<file path="config.mk">
export PLATFORM = sky130hd
export DESIGN_NAME = pwm_period_duty_calculator_flat
export DESIGN_NICKNAME = d
export VERILOG_FILES = /design/src/rtl/ppdc_pkg.sv /design/src/rtl/ppdc_if.sv /design/src/rtl/ppdc_div_cell.sv /design/src/rtl/ppdc_post.sv /design/src/rtl/pwm_period_duty_calculator.sv /design/src/flat_wrapper.sv
export SDC_FILE = /design/constraint.sdc
export NUM_CORES = 2
export LEC_CHECK = 0
export BUFFER_PORTS_ARGS = -buffer_cell sky130_fd_sc_hd__buf_2
export CORE_ASPECT_RATIO = 1.75
export CORE_MARGIN = 2
export CORE_UTILIZATION = 65
export DETAILED_ROUTE_END_ITERATION = 16
export MAX_ROUTING_LAYER = met4
export PLACE_DENSITY = 0.91
export SETUP_SLACK_MARGIN = 0.02
export SYNTH_ARGS = -nofsm -noshare
export SYNTH_HDL_FRONTEND = slang
export SYNTH_SLANG_ARGS = --single-unit
</file>
<file path="constraint.sdc">
create_clock -name clk -period 20.7 [get_ports clk]
set_input_delay 1.035 -clock clk [delete_from_list [all_inputs] [get_ports clk]]
set_output_delay 1.035 -clock clk [all_outputs]
set_load 0.005 [all_outputs]
</file>
<file path="src/rtl/ppdc_pkg.sv">
// ----------------------------------------------------------------------------
// ppdc_pkg
// Shared types and constants for the pwm period and duty calculator.
// ----------------------------------------------------------------------------
package ppdc_pkg;

  localparam int DIV_W      = 27;   // clock and frequency width
  localparam int TOP_W      = 16;
  localparam int DUTY_W     = 8;
  localparam int CODE_W     = 3;
  localparam int NUM_W      = 25;   // duty * (top + 1)
  localparam int PROD_W     = 50;
  localparam int RECIP_SH   = 32;
  localparam logic [NUM_W-1:0] RECIP_255 = 25'h1010102;  // ceil(2^32 / 255)
  localparam logic [DUTY_W-1:0] DUTY_FULL = 8'd255;
  localparam logic [NUM_W-1:0]  CEIL_ADD  = 25'd254;
  localparam int NUM_PRESC  = 5;
  localparam logic [CODE_W-1:0] CODE_MAX = 3'd4;
  localparam int TOP_LIMIT_DEF = 65535;
  localparam int CFG_IDX_W  = 2;
  localparam logic [DIV_W-1:0] CLOCK_RST = 27'd16000000;

  typedef enum logic [CFG_IDX_W-1:0] {
    CFG_CLOCK_HZ  = 2'd0,
    CFG_WAVE_MODE = 2'd1,
    CFG_POL_A     = 2'd2,
    CFG_POL_B     = 2'd3
  } cfg_idx_t;

  typedef enum logic [1:0] {
    POL_NONINV  = 2'd0,
    POL_INV     = 2'd1,
    POL_DISABLE = 2'd2,
    POL_UNUSED  = 2'd3
  } pol_t;

  // shift applied to clock/freq for each prescaler code (fast pwm)
  function automatic logic [3:0] presc_shift(input logic [CODE_W-1:0] code);
    logic [3:0] s;
    case (code)
      3'd0:    s = 4'd0;
      3'd1:    s = 4'd3;
      3'd2:    s = 4'd6;
      3'd3:    s = 4'd8;
      default: s = 4'd10;
    endcase
    return s;
  endfunction

  typedef struct packed {
    logic              channel;
    logic [DUTY_W-1:0] duty;
    logic              phase;
    logic              invert;
    logic              fzero;
  } side_t;

  typedef struct packed {
    logic [DIV_W-1:0] rem;
    logic [DIV_W-1:0] dq;       // dividend bits out, quotient bits in
    logic [DIV_W-1:0] divisor;
    side_t            side;
  } div_t;

endpackage

</file>
<file path="src/rtl/ppdc_if.sv">
// ----------------------------------------------------------------------------
// ppdc_in_if / ppdc_out_if
// Request and result channels with valid/ready handshake.
// ----------------------------------------------------------------------------
interface ppdc_in_if;
  logic                          valid;
  logic                          ready;
  logic                          channel;
  logic [ppdc_pkg::DUTY_W-1:0]   duty;
  logic [ppdc_pkg::DIV_W-1:0]    freq_hz;
  modport source (output valid, channel, duty, freq_hz, input ready);
  modport sink   (input valid, channel, duty, freq_hz, output ready);
endinterface

interface ppdc_out_if;
  logic                          valid;
  logic                          ready;
  logic                          channel_out;
  logic [ppdc_pkg::CODE_W-1:0]   prescaler_code;
  logic [ppdc_pkg::TOP_W-1:0]    period_top;
  logic [ppdc_pkg::TOP_W-1:0]    compare_value;
  logic                          range_error;
  modport source (output valid, channel_out, prescaler_code, period_top, compare_value,
                  range_error, input ready);
  modport sink   (input valid, channel_out, prescaler_code, period_top, compare_value,
                  range_error, output ready);
endinterface

</file>
<file path="src/rtl/ppdc_div_cell.sv">
// ----------------------------------------------------------------------------
// ppdc_div_cell
// One restoring division step: produces one quotient bit per cell.
// ----------------------------------------------------------------------------
module ppdc_div_cell (
  input  logic             clk,
  input  logic             rst_n,
  input  logic             up_valid,
  input  ppdc_pkg::div_t   up_data,
  output logic             up_ready,
  output logic             dn_valid,
  output ppdc_pkg::div_t   dn_data,
  input  logic             dn_ready
);

  logic                        v_r;
  ppdc_pkg::div_t              d_r, d_nxt;
  logic [ppdc_pkg::DIV_W:0]    trial;
  logic                        ge;

  always_comb begin
    trial = {up_data.rem, up_data.dq[ppdc_pkg::DIV_W-1]};
    ge    = trial >= {1'b0, up_data.divisor};
    d_nxt = up_data;
    d_nxt.rem = ge ? ppdc_pkg::DIV_W'(trial - {1'b0, up_data.divisor})
                   : ppdc_pkg::DIV_W'(trial);
    d_nxt.dq  = {up_data.dq[ppdc_pkg::DIV_W-2:0], ge};
  end

  assign up_ready = !v_r || dn_ready;

  always_ff @(posedge clk) begin
    if (!rst_n) begin
      v_r <= 1'b0;
    end else if (up_ready) begin
      v_r <= up_valid;
    end
  end

  always_ff @(posedge clk) begin
    if (up_ready) begin
      d_r <= d_nxt;
    end
  end

  assign dn_valid = v_r;
  assign dn_data  = d_r;

endmodule

</file>
<file path="src/rtl/ppdc_post.sv">
// ----------------------------------------------------------------------------
// ppdc_post
// Prescaler pick, duty scaling by 1/255 and compare rules, four stages.
// ----------------------------------------------------------------------------
module ppdc_post #(
  parameter int TOP_LIMIT = ppdc_pkg::TOP_LIMIT_DEF
) (
  input  logic                 clk,
  input  logic                 rst_n,
  input  logic                 up_valid,
  input  ppdc_pkg::div_t       up_data,
  output logic                 up_ready,
  ppdc_out_if.source           out_ch
);

  typedef struct packed {
    ppdc_pkg::side_t                side;
    logic [ppdc_pkg::CODE_W-1:0]    code;
    logic [ppdc_pkg::TOP_W-1:0]     top;
    logic                           err;
  } sel_t;

  typedef struct packed {
    sel_t                        s;
    logic [ppdc_pkg::NUM_W-1:0]  num;
  } num_t;

  typedef struct packed {
    sel_t                        s;
    logic [ppdc_pkg::TOP_W:0]    fl;
    logic [ppdc_pkg::TOP_W:0]    ce;
  } quo_t;

  logic v1_r, v2_r, v3_r, v4_r;
  logic rd1, rd2, rd3, rd4;
  sel_t s1_r, s1_nxt;
  num_t s2_r, s2_nxt;
  quo_t s3_r, s3_nxt;
  logic [ppdc_pkg::TOP_W-1:0] cmp_r, cmp_nxt;
  sel_t s4_r;

  // stage 1: smallest prescaler whose top stays under the limit
  always_comb begin
    logic [ppdc_pkg::DIV_W-1:0] lim;
    logic [ppdc_pkg::DIV_W-1:0] q;
    logic                       found;
    lim   = up_data.side.phase ? ppdc_pkg::DIV_W'(TOP_LIMIT - 1) : ppdc_pkg::DIV_W'(TOP_LIMIT);
    found = 1'b0;
    s1_nxt.side = up_data.side;
    s1_nxt.code = ppdc_pkg::CODE_MAX;
    s1_nxt.top  = ppdc_pkg::TOP_W'(TOP_LIMIT);
    s1_nxt.err  = 1'b1;
    for (int k = 0; k < ppdc_pkg::NUM_PRESC; k++) begin
      q = up_data.dq >> (ppdc_pkg::presc_shift(ppdc_pkg::CODE_W'(k)) +
                         4'(up_data.side.phase));
      if (!found && !up_data.side.fzero && q < lim) begin
        found       = 1'b1;
        s1_nxt.code = ppdc_pkg::CODE_W'(k);
        s1_nxt.top  = q[ppdc_pkg::TOP_W-1:0];
        s1_nxt.err  = 1'b0;
      end
    end
  end

  // stage 2: numerator
  always_comb begin
    logic [ppdc_pkg::TOP_W:0] m;
    m = s1_r.side.phase ? {1'b0, s1_r.top} : ({1'b0, s1_r.top} + 1'b1);
    s2_nxt.s   = s1_r;
    s2_nxt.num = ppdc_pkg::NUM_W'(s1_r.side.duty) * ppdc_pkg::NUM_W'(m);
  end

  // stage 3: floor and ceiling of num/255 by reciprocal
  always_comb begin
    logic [ppdc_pkg::PROD_W-1:0] pf, pc;
    pf = ppdc_pkg::PROD_W'(s2_r.num) * ppdc_pkg::PROD_W'(ppdc_pkg::RECIP_255);
    pc = ppdc_pkg::PROD_W'(s2_r.num + ppdc_pkg::CEIL_ADD) *
         ppdc_pkg::PROD_W'(ppdc_pkg::RECIP_255);
    s3_nxt.s  = s2_r.s;
    s3_nxt.fl = pf[ppdc_pkg::RECIP_SH +: ppdc_pkg::TOP_W+1];
    s3_nxt.ce = pc[ppdc_pkg::RECIP_SH +: ppdc_pkg::TOP_W+1];
  end

  // stage 4: compare rules
  always_comb begin
    logic [ppdc_pkg::TOP_W:0] top_x;
    logic                     ce_big;
    top_x  = {1'b0, s3_r.s.top};
    ce_big = s3_r.ce > top_x;
    if (!s3_r.s.side.invert) begin
      if (s3_r.s.side.phase) begin
        cmp_nxt = s3_r.fl[ppdc_pkg::TOP_W-1:0];
      end else if (s3_r.s.side.duty == '0 || s3_r.fl == '0) begin
        cmp_nxt = '0;
      end else begin
        cmp_nxt = ppdc_pkg::TOP_W'(s3_r.fl - 1'b1);
      end
    end else begin
      if (ce_big || (!s3_r.s.side.phase && s3_r.s.side.duty == ppdc_pkg::DUTY_FULL)) begin
        cmp_nxt = '0;
      end else begin
        cmp_nxt = ppdc_pkg::TOP_W'(top_x - s3_r.ce);
      end
    end
  end

  assign rd4      = !v4_r || out_ch.ready;
  assign rd3      = !v3_r || rd4;
  assign rd2      = !v2_r || rd3;
  assign rd1      = !v1_r || rd2;
  assign up_ready = rd1;

  always_ff @(posedge clk) begin
    if (!rst_n) begin
      v1_r <= 1'b0;
      v2_r <= 1'b0;
      v3_r <= 1'b0;
      v4_r <= 1'b0;
    end else begin
      if (rd1) v1_r <= up_valid;
      if (rd2) v2_r <= v1_r;
      if (rd3) v3_r <= v2_r;
      if (rd4) v4_r <= v3_r;
    end
  end

  always_ff @(posedge clk) begin
    if (rd1) s1_r <= s1_nxt;
    if (rd2) s2_r <= s2_nxt;
    if (rd3) s3_r <= s3_nxt;
    if (rd4) begin
      s4_r  <= s3_r.s;
      cmp_r <= cmp_nxt;
    end
  end

  assign out_ch.valid          = v4_r;
  assign out_ch.channel_out    = s4_r.side.channel;
  assign out_ch.prescaler_code = s4_r.code;
  assign out_ch.period_top     = s4_r.top;
  assign out_ch.compare_value  = cmp_r;
  assign out_ch.range_error    = s4_r.err;

endmodule

</file>
<file path="src/rtl/pwm_period_duty_calculator.sv">
// ----------------------------------------------------------------------------
// pwm_period_duty_calculator
// Prescaler, period top and compare value from channel, duty and frequency.
// ----------------------------------------------------------------------------
// Takes one request per clock cycle while the result side does not stall.
// clock_hz/freq_hz is found by a row of 27 division cells, one quotient bit
// each, followed by four stages that pick the prescaler, form duty*(top+1) or
// duty*top, divide by 255 through a reciprocal multiply and apply the compare
// rules. A request for a disabled channel is taken and gives no result.
// The user must write registers only while idle; the block does not enforce it.
module pwm_period_duty_calculator #(
  parameter int TOP_LIMIT = ppdc_pkg::TOP_LIMIT_DEF
) (
  input  logic                              clk,
  input  logic                              rst_n,
  ppdc_in_if.sink                           in_ch,
  ppdc_out_if.source                        out_ch,
  input  logic                              cfg_we,
  input  logic [ppdc_pkg::CFG_IDX_W-1:0]    cfg_index,
  input  logic [ppdc_pkg::DIV_W-1:0]        cfg_data
);

  logic [ppdc_pkg::DIV_W-1:0] clock_hz_r;
  logic                       wave_mode_r;
  logic [1:0]                 pol_a_r, pol_b_r;

  always_ff @(posedge clk) begin
    if (!rst_n) begin
      clock_hz_r  <= ppdc_pkg::CLOCK_RST;
      wave_mode_r <= 1'b0;
      pol_a_r     <= ppdc_pkg::POL_NONINV;
      pol_b_r     <= ppdc_pkg::POL_NONINV;
    end else if (cfg_we) begin
      unique case (ppdc_pkg::cfg_idx_t'(cfg_index))
        ppdc_pkg::CFG_CLOCK_HZ:  clock_hz_r  <= cfg_data;
        ppdc_pkg::CFG_WAVE_MODE: wave_mode_r <= cfg_data[0];
        ppdc_pkg::CFG_POL_A:     pol_a_r     <= cfg_data[1:0];
        ppdc_pkg::CFG_POL_B:     pol_b_r     <= cfg_data[1:0];
        default: ;
      endcase
    end
  end

  localparam int NCELL = ppdc_pkg::DIV_W;

  logic           c_valid [NCELL+1];
  logic           c_ready [NCELL+1];
  ppdc_pkg::div_t c_data  [NCELL+1];
  logic [1:0]     pol;
  logic           enabled;

  assign pol     = in_ch.channel ? pol_b_r : pol_a_r;
  assign enabled = (pol == ppdc_pkg::POL_NONINV) || (pol == ppdc_pkg::POL_INV);

  // disabled beats are taken but not sent down the row
  always_comb begin
    c_valid[0]              = in_ch.valid && enabled;
    c_data[0].rem           = '0;
    c_data[0].dq            = clock_hz_r;
    c_data[0].divisor       = in_ch.freq_hz;
    c_data[0].side.channel  = in_ch.channel;
    c_data[0].side.duty     = in_ch.duty;
    c_data[0].side.phase    = wave_mode_r;
    c_data[0].side.invert   = (pol == ppdc_pkg::POL_INV);
    c_data[0].side.fzero    = (in_ch.freq_hz == '0);
  end
  assign in_ch.ready = c_ready[0];

  for (genvar i = 0; i < NCELL; i++) begin : g_cell
    ppdc_div_cell u_cell (
      .clk      (clk),
      .rst_n    (rst_n),
      .up_valid (c_valid[i]),
      .up_data  (c_data[i]),
      .up_ready (c_ready[i]),
      .dn_valid (c_valid[i+1]),
      .dn_data  (c_data[i+1]),
      .dn_ready (c_ready[i+1])
    );
  end

  ppdc_post #(.TOP_LIMIT(TOP_LIMIT)) u_post (
    .clk      (clk),
    .rst_n    (rst_n),
    .up_valid (c_valid[NCELL]),
    .up_data  (c_data[NCELL]),
    .up_ready (c_ready[NCELL]),
    .out_ch   (out_ch)
  );

  a_err_sat: assert property (@(posedge clk) disable iff (!rst_n)
    out_ch.valid && out_ch.range_error |->
      out_ch.prescaler_code == ppdc_pkg::CODE_MAX &&
      out_ch.period_top == ppdc_pkg::TOP_W'(TOP_LIMIT))
    else $error("range error without saturated top");

  a_top_range: assert property (@(posedge clk) disable iff (!rst_n)
    out_ch.valid && !out_ch.range_error |->
      out_ch.period_top < ppdc_pkg::TOP_W'(TOP_LIMIT))
    else $error("top at or above limit");

  a_cmp_le_top: assert property (@(posedge clk) disable iff (!rst_n)
    out_ch.valid |-> out_ch.compare_value <= out_ch.period_top)
    else $error("compare value above top");

endmodule

</file>
<file path="src/flat_wrapper.sv">
// flat-port wrapper written by rule: the top's interface ports become plain ports
module pwm_period_duty_calculator_flat 
#(
  parameter int TOP_LIMIT = ppdc_pkg::TOP_LIMIT_DEF
)
  (clk, rst_n, cfg_we, cfg_index, cfg_data, in_ch_valid, in_ch_channel, in_ch_duty, in_ch_freq_hz, in_ch_ready, out_ch_valid, out_ch_channel_out, out_ch_prescaler_code, out_ch_period_top, out_ch_compare_value, out_ch_range_error, out_ch_ready);
  ppdc_in_if in_ch_i ();
  ppdc_out_if out_ch_i ();
  input  logic clk;
  input  logic rst_n;
  input  logic cfg_we;
  input  logic [ppdc_pkg::CFG_IDX_W-1:0] cfg_index;
  input  logic [ppdc_pkg::DIV_W-1:0] cfg_data;
  input wire logic [$bits(in_ch_i.valid)-1:0] in_ch_valid;
  input wire logic [$bits(in_ch_i.channel)-1:0] in_ch_channel;
  input wire logic [$bits(in_ch_i.duty)-1:0] in_ch_duty;
  input wire logic [$bits(in_ch_i.freq_hz)-1:0] in_ch_freq_hz;
  output wire logic [$bits(in_ch_i.ready)-1:0] in_ch_ready;
  output wire logic [$bits(out_ch_i.valid)-1:0] out_ch_valid;
  output wire logic [$bits(out_ch_i.channel_out)-1:0] out_ch_channel_out;
  output wire logic [$bits(out_ch_i.prescaler_code)-1:0] out_ch_prescaler_code;
  output wire logic [$bits(out_ch_i.period_top)-1:0] out_ch_period_top;
  output wire logic [$bits(out_ch_i.compare_value)-1:0] out_ch_compare_value;
  output wire logic [$bits(out_ch_i.range_error)-1:0] out_ch_range_error;
  input wire logic [$bits(out_ch_i.ready)-1:0] out_ch_ready;
  assign in_ch_i.valid = in_ch_valid;
  assign in_ch_i.channel = in_ch_channel;
  assign in_ch_i.duty = in_ch_duty;
  assign in_ch_i.freq_hz = in_ch_freq_hz;
  assign in_ch_ready = in_ch_i.ready;
  assign out_ch_valid = out_ch_i.valid;
  assign out_ch_channel_out = out_ch_i.channel_out;
  assign out_ch_prescaler_code = out_ch_i.prescaler_code;
  assign out_ch_period_top = out_ch_i.period_top;
  assign out_ch_compare_value = out_ch_i.compare_value;
  assign out_ch_range_error = out_ch_i.range_error;
  assign out_ch_i.ready = out_ch_ready;
  pwm_period_duty_calculator #(.TOP_LIMIT(TOP_LIMIT)) u_core (.clk(clk), .rst_n(rst_n), .in_ch(in_ch_i), .out_ch(out_ch_i), .cfg_we(cfg_we), .cfg_index(cfg_index), .cfg_data(cfg_data));
endmodule
</file>
# Word level (Yosys, flattened, before mapping)
# Cells that the tools add are included.
dict set report word_totals {
  register_bits 2709
  elab_cells 493
  in_bits 70
}
dict set report classes {
  n_shift 5
  reduce_logical 92
  add_sub_neg 34
  muxes 42
  eq_ne 5
  n_lt_le_gt_ge 33
  mul 3
}
# op count
set ops {}
lappend ops {{$ge A28 B27 Y1} 26}
lappend ops {{$mux W27} 25}
lappend ops {{$sub A27 B27 Y27} 25}
lappend ops {{$lt A27 B27 Y1} 5}
lappend ops {{$shr A27 B4 Y27} 3}
lappend ops {{$mux W20} 4}
lappend ops {{$mux W16} 4}
lappend ops {{$mul A25 B24 Y48 const B} 1}
lappend ops {{$mul A26 B24 Y48 const B} 1}
lappend ops {{$logic_not A1 Y1} 37}
lappend ops {{$logic_or A1 B1 Y1} 34}
lappend ops {{$mux W17} 2}
lappend ops {{$ge A1 B27 Y1} 1}
lappend ops {{$logic_not A27 Y1} 1}
lappend ops {{$shr A27 B1 Y27} 1}
lappend ops {{$shr A27 B3 Y27} 1}
lappend ops {{$sub A1 B27 Y27} 1}
lappend ops {{$add A25 B8 Y26 const B} 1}
lappend ops {{$mul A8 B17 Y25} 1}
lappend ops {{$add A16 B1 Y17 const B} 1}
lappend ops {{$gt A17 B16 Y1} 1}
lappend ops {{$logic_not A17 Y1} 1}
lappend ops {{$sub A16 B1 Y16 const B} 1}
lappend ops {{$sub A16 B16 Y16} 1}
lappend ops {{13 further kinds} 35}

# Longest topological paths before layout
dict set report depth {
  depth_word 32
  mapped_depth 30
}

# Cells and area by module
# Synthesis repeated with hierarchy kept, for this count alone.
dict set report hier_totals {
  hier_cells 11725
  area_unflattened_um2 147970.7
}
# mod n_inst area_each_um2 cells_each
set by_module_without_submodules {}
lappend by_module_without_submodules {{ppdc_div_cell (u_core.g_cell[0].u_cell ...)} 17 4682.0 343}
lappend by_module_without_submodules {{ppdc_div_cell (u_core.g_cell[17].u_cell ...)} 8 4675.7 381}
lappend by_module_without_submodules {ppdc_post 1 20394.6 1932}
lappend by_module_without_submodules {{ppdc_div_cell (u_core.g_cell[16].u_cell ...)} 2 4625.7 381}
lappend by_module_without_submodules {pwm_period_duty_calculator 1 1325.0 152}

# Worst setup path before layout
# Ideal clock, no wire load.
dict set report synth_path {
  path_type {input port to output port}
  from {input port out_ch_ready}
  to {output port in_ch_ready}
  arrival_time_ps 11521
  path_slack_ps 8144
  cell_stages 12
  path_cell_list {nor2b_1 > inv_1 > nor2_1 > and2_1 > inv_1 > nor4_1 > nand2_1 > nor2_1 > and2_1 > inv_1 > nor2_1 > nand3_1}
}
dict set report synth_between {
  elab_chain_len 31
}
# element line_no
set synth_lines {}
lappend synth_lines {{start: declaration} flat_wrapper.sv:25} ;# input wire logic [$bits(out_ch_i.ready)-1:0] out_ch_ready;
lappend synth_lines {{$logic_or A1 B1 Y1} ppdc_post.sv:107} ;# assign rd4 = !v4_r || out_ch.ready;
lappend synth_lines {{named net u_core.u_post.rd4} ppdc_post.sv:35} ;# logic rd1, rd2, rd3, rd4;
lappend synth_lines {{$logic_or A1 B1 Y1} ppdc_post.sv:108} ;# assign rd3 = !v3_r || rd4;
lappend synth_lines {{$logic_or A1 B1 Y1} ppdc_post.sv:109} ;# assign rd2 = !v2_r || rd3;
lappend synth_lines {{$logic_or A1 B1 Y1} ppdc_post.sv:110} ;# assign rd1 = !v1_r || rd2;
lappend synth_lines {{$logic_or A1 B1 Y1 (2 in series)} ppdc_div_cell.sv:30} ;# assign up_ready = !v_r || dn_ready;
lappend synth_lines {{named net u_core.g_cell[24].u_cell.dn_ready} ppdc_div_cell.sv:13} ;# input logic dn_ready
lappend synth_lines {{$logic_or A1 B1 Y1 (14 in series)} ppdc_div_cell.sv:30}
lappend synth_lines {{named net u_core.g_cell[10].u_cell.dn_ready} ppdc_div_cell.sv:13}
lappend synth_lines {{$logic_or A1 B1 Y1 (5 in series)} ppdc_div_cell.sv:30}
lappend synth_lines {{named net u_core.g_cell[5].u_cell.dn_ready} ppdc_div_cell.sv:13}
lappend synth_lines {{$logic_or A1 B1 Y1 (6 in series)} ppdc_div_cell.sv:30}
lappend synth_lines {{end: declaration} flat_wrapper.sv:18} ;# output wire logic [$bits(in_ch_i.ready)-1:0] in_ch_ready;
# The timed path passes the listed nets, and every way through them passes these cells.

==> flow_summary.json <==
{
  "status": "finished, final reports clean",
  "tightest_slew_ps": 1400,
  "htreeDepth": 4,
  "hold_viol_final": 0,
  "synth_top_area_cell": "edfxtp_1",
  "grt_remaining_overflow": 0,
  "clock_latency_ps": 930,
  "synth_top_area_share_pct": 57.4,
  "arrival_ps": 7930,
  "p_leak_uw": 0.0675,
  "die_w_um": 353,
  "worst_setup_path_start_kind": "flop",
  "clock_skew_ps": 116,
  "die_area_sq_mm": 0.217,
  "grt_pass1_wl_mm": 509,
  "cts_tree": "yes",
  "ys_seq_area_share_pct": 58.4,
  "reg2reg_from": "u_core.u_post.s2_r[6]$_DFFE_PP_",
  "track_usage_pct": 31.1,
  "drt_iter0_drc": 6900,
  "cts_resized": 0,
  "fin_tns_setup_ps": 0,
  "synth-edff-count": 2646,
  "cts_made_buffers": 234,
  "report.final.setup_viol": 0,
  "r2r_cells": 25,
  "ys_seq_elements": 2709,
  "fin_crit_sh_pct": 35.3,
  "ir_drop_mv": 0.0789,
  "drt_pre_antenna_iters": 7,
  "row_count": 224,
  "layout_min_cycle_time_ps": 7310,
  "clock_sinks": 2709,
  "ys_top_cells_by_area": "edfxtp_1 (57%), ha_1 (10%), inv_1 (3.4%), xnor2_1 (2.4%), a21oi_1 (2.3%)",
  "drive_above_1_share_pct": 8.27,
  "syn_avg_cell_area_sq_um": 12.6,
  "dp_slack_ps": 13370,
  "wl_mm": 330,
  "post_cts_buffers": 0,
  "regToRegSetupSlack_ps": 13390,
  "required_ps": 21320,
  "ys.flop_type": "edfxtp_1",
  "cp_max_fo": 6,
  "r2r_end": "u_core.u_post.s3_r[16]$_DFFE_PP_",
  "cts_max_path_buffers": 4,
  "hold_class": "in2reg",
  "power_density_mw_per_mm2": 88.7,
  "netlist_area_sq_mm": 0.138,
  "wire_per_inst_um": 23.1,
  "setup.worst_path.end": "u_core.u_post.s3_r[16]$_DFFE_PP_",
  "fp.coreArea_sq_mm": 0.212,
  "layout_setup_ws_ps": 13390,
  "async_reset_ff_share_pct": 0,
  "synth_cells": 11000,
  "ys_top_cells_by_count": "edfxtp_1 (2646), inv_1 (1270), ha_1 (1141)",
  "relSlewSlack_pct": 5.83,
  "cp-startpoint": "u_core.u_post.s2_r[6]$_DFFE_PP_",
  "rsz0062_at_grt": "false",
  "critPathCaptureType": "flop",
  "dp_hpwl_mm": 241,
  "crit_type": "reg2reg",
  "ant_nets": 0,
  "die_height_um": 614,
  "place.gp.congestion": 1.03,
  "fin_total_pwr_uw": 13300,
  "holdBufCountCts": 0,
  "path_clk_slew_ps": 70,
  "grt_pass1_vias": 95300,
  "io_buffers": 108,
  "maxCapViolCount": 0,
  "synth_most_common_cell": "edfxtp_1",
  "fmax_mhz": 137,
  "cts_root_buffer": "clkbuf_16",
  "drc": 0,
  "antenna_found_initial": 14,
  "drv_slew": 0,
  "vias": 88800,
  "ys_warn_count": 0,
  "pin_count": 109,
  "area_growth_pct": 8.82,
  "synth_cell_type_count": 100,
  "grt_max_degree": 94,
  "utilization_pct": 70.9,
  "synth_nets": 12300,
  "num-nets-final": 12600,
  "start_util_pct": 65.2,
  "vias_per_cell": 6.22
}
-- flip-flops by register name, indices dropped and copies added (netlist names), 2 cells and up --
name                                 count
u_core.u_post.s1_r                      31
u_core.u_post.out_ch.prescaler_code      3
u_core.u_post.s3_r                      65
u_core.pol_a_r                           2
u_core.u_post.s2_r                      56
u_core.g_cell.u_cell.dn_data          2457
u_core.clock_hz_r                       27
u_core.u_post.out_ch.period_top         16
u_core.u_post.out_ch.compare_value      16
u_core.pol_b_r                           2
u_core.g_cell.u_cell.dn_valid           27
-- critical path, cell delays in order, from the launching register on --
cell and delay [ps]:
edfxtp_1 530, nor4_1 420, nand2_1 130, and3_1 250, nand3_1 230, nor2_1 90, xor2_1 460, ha_1 340
ha_1 290, inv_1 70, fa_1 440, fa_1 550, inv_1 40, ha_1 300, ha_1 280, and4_1 240
nand4_1 100, o21ai_0 300, nor3_1 80, a211o_1 400, o22ai_1 440, o21ai_1 220, o31a_1 370, nor2b_1 150
o21ai_0 110, xnor2_1 150
-- area by class of cell --
class | count | area (sq um)
inverters | 1271 | 4780
multi-input cells | 6843 | 52300
flip-flops and latches | 2709 | 80700
well taps | 2825 | 3530
clock buffers | 288 | 6370
fillers | 13100 | 61700
clock inverters | 139 | 1580
diodes | 15 | 37.5
repair buffers | 192 | 1170
-- cells in the final DEF (no fill, tap or decap), types with 157 or more instances in the layout --
master	instances
a21o_1	308
a21oi_1	638
clkbuf_16	245
edfxtp_1	2646
ha_1	1141
inv_1	1258
mux2_2	246
nand2_1	739
nor2_1	494
nor3_1	157
o21ai_0	527
xnor2_1	384
xor2_1	253
-- layer usage --
metal | track usage [%] | part of all wire, %
met5 | - | 0
met4 | 26.5 | 10
met3 | 4.04 | 4.3
met2 | 60.1 | 56
met1 | 25.2 | 29
-- kinds of logic after synthesis --
group	Yosys count	synth area share, %
muxes	320	2.56
and+or+nand+nor	2304	8.01
adders and majority gates	1295	12.6
buffers and inverters	1428	3.98
DFF	2709	58.4
AOI/OAI and AO/OA	2286	10.5
xor gates and xnor gates	638	4.04
-- power by group --
| part | internal, uW | total, uW | leakage [uW] | switching (uW) |
|---|---|---|---|---|
| Sequential | 6310 | 6490 | 0.0306 | 187 |
| Clock | 2570 | 4580 | 0.00388 | 2010 |
| Combinational | 907 | 2270 | 0.0330 | 1360 |
-- through the flow --
step / hold slack [ps] / area (sq um) / cells
after floorplan: 400 / 138000 / 11000
after global placement: 401 / 143000 / 13800
after detailed placement: 405 / 143000 / 13800
after CTS: 242 / 150000 / 14300
after global routing: 263 / 151000 / 14300
final: 280 / 151000 / 14300
-- how the worst min path moves through the flow --
stage / startpoint / end / slack [ps] / cells after the start
5_1_grt: in_ch_duty[5] / u_core.g_cell[0].u_cell.dn_data[8]$_DFFE_PP_ / 260 / 1
4_1_cts: in_ch_duty[0] / u_core.g_cell[0].u_cell.dn_data[3]$_DFFE_PP_ / 240 / 1
6_report: in_ch_duty[1] / u_core.g_cell[0].u_cell.dn_data[4]$_DFFE_PP_ / 280 / 1
3_5_place_dp: u_core.g_cell[9].u_cell.dn_data[46]$_DFFE_PP_ / u_core.g_cell[10].u_cell.dn_data[47]$_DFFE_PP_ / 400 / 0
2_1_floorplan: u_core.g_cell[9].u_cell.dn_data[0]$_DFFE_PP_ / u_core.g_cell[10].u_cell.dn_data[0]$_DFFE_PP_ / 400 / 0
3_3_place_gp: u_core.g_cell[4].u_cell.dn_data[40]$_DFFE_PP_ / u_core.g_cell[5].u_cell.dn_data[41]$_DFFE_PP_ / 400 / 0
Note: power is estimated with default switching activity, not from simulation.
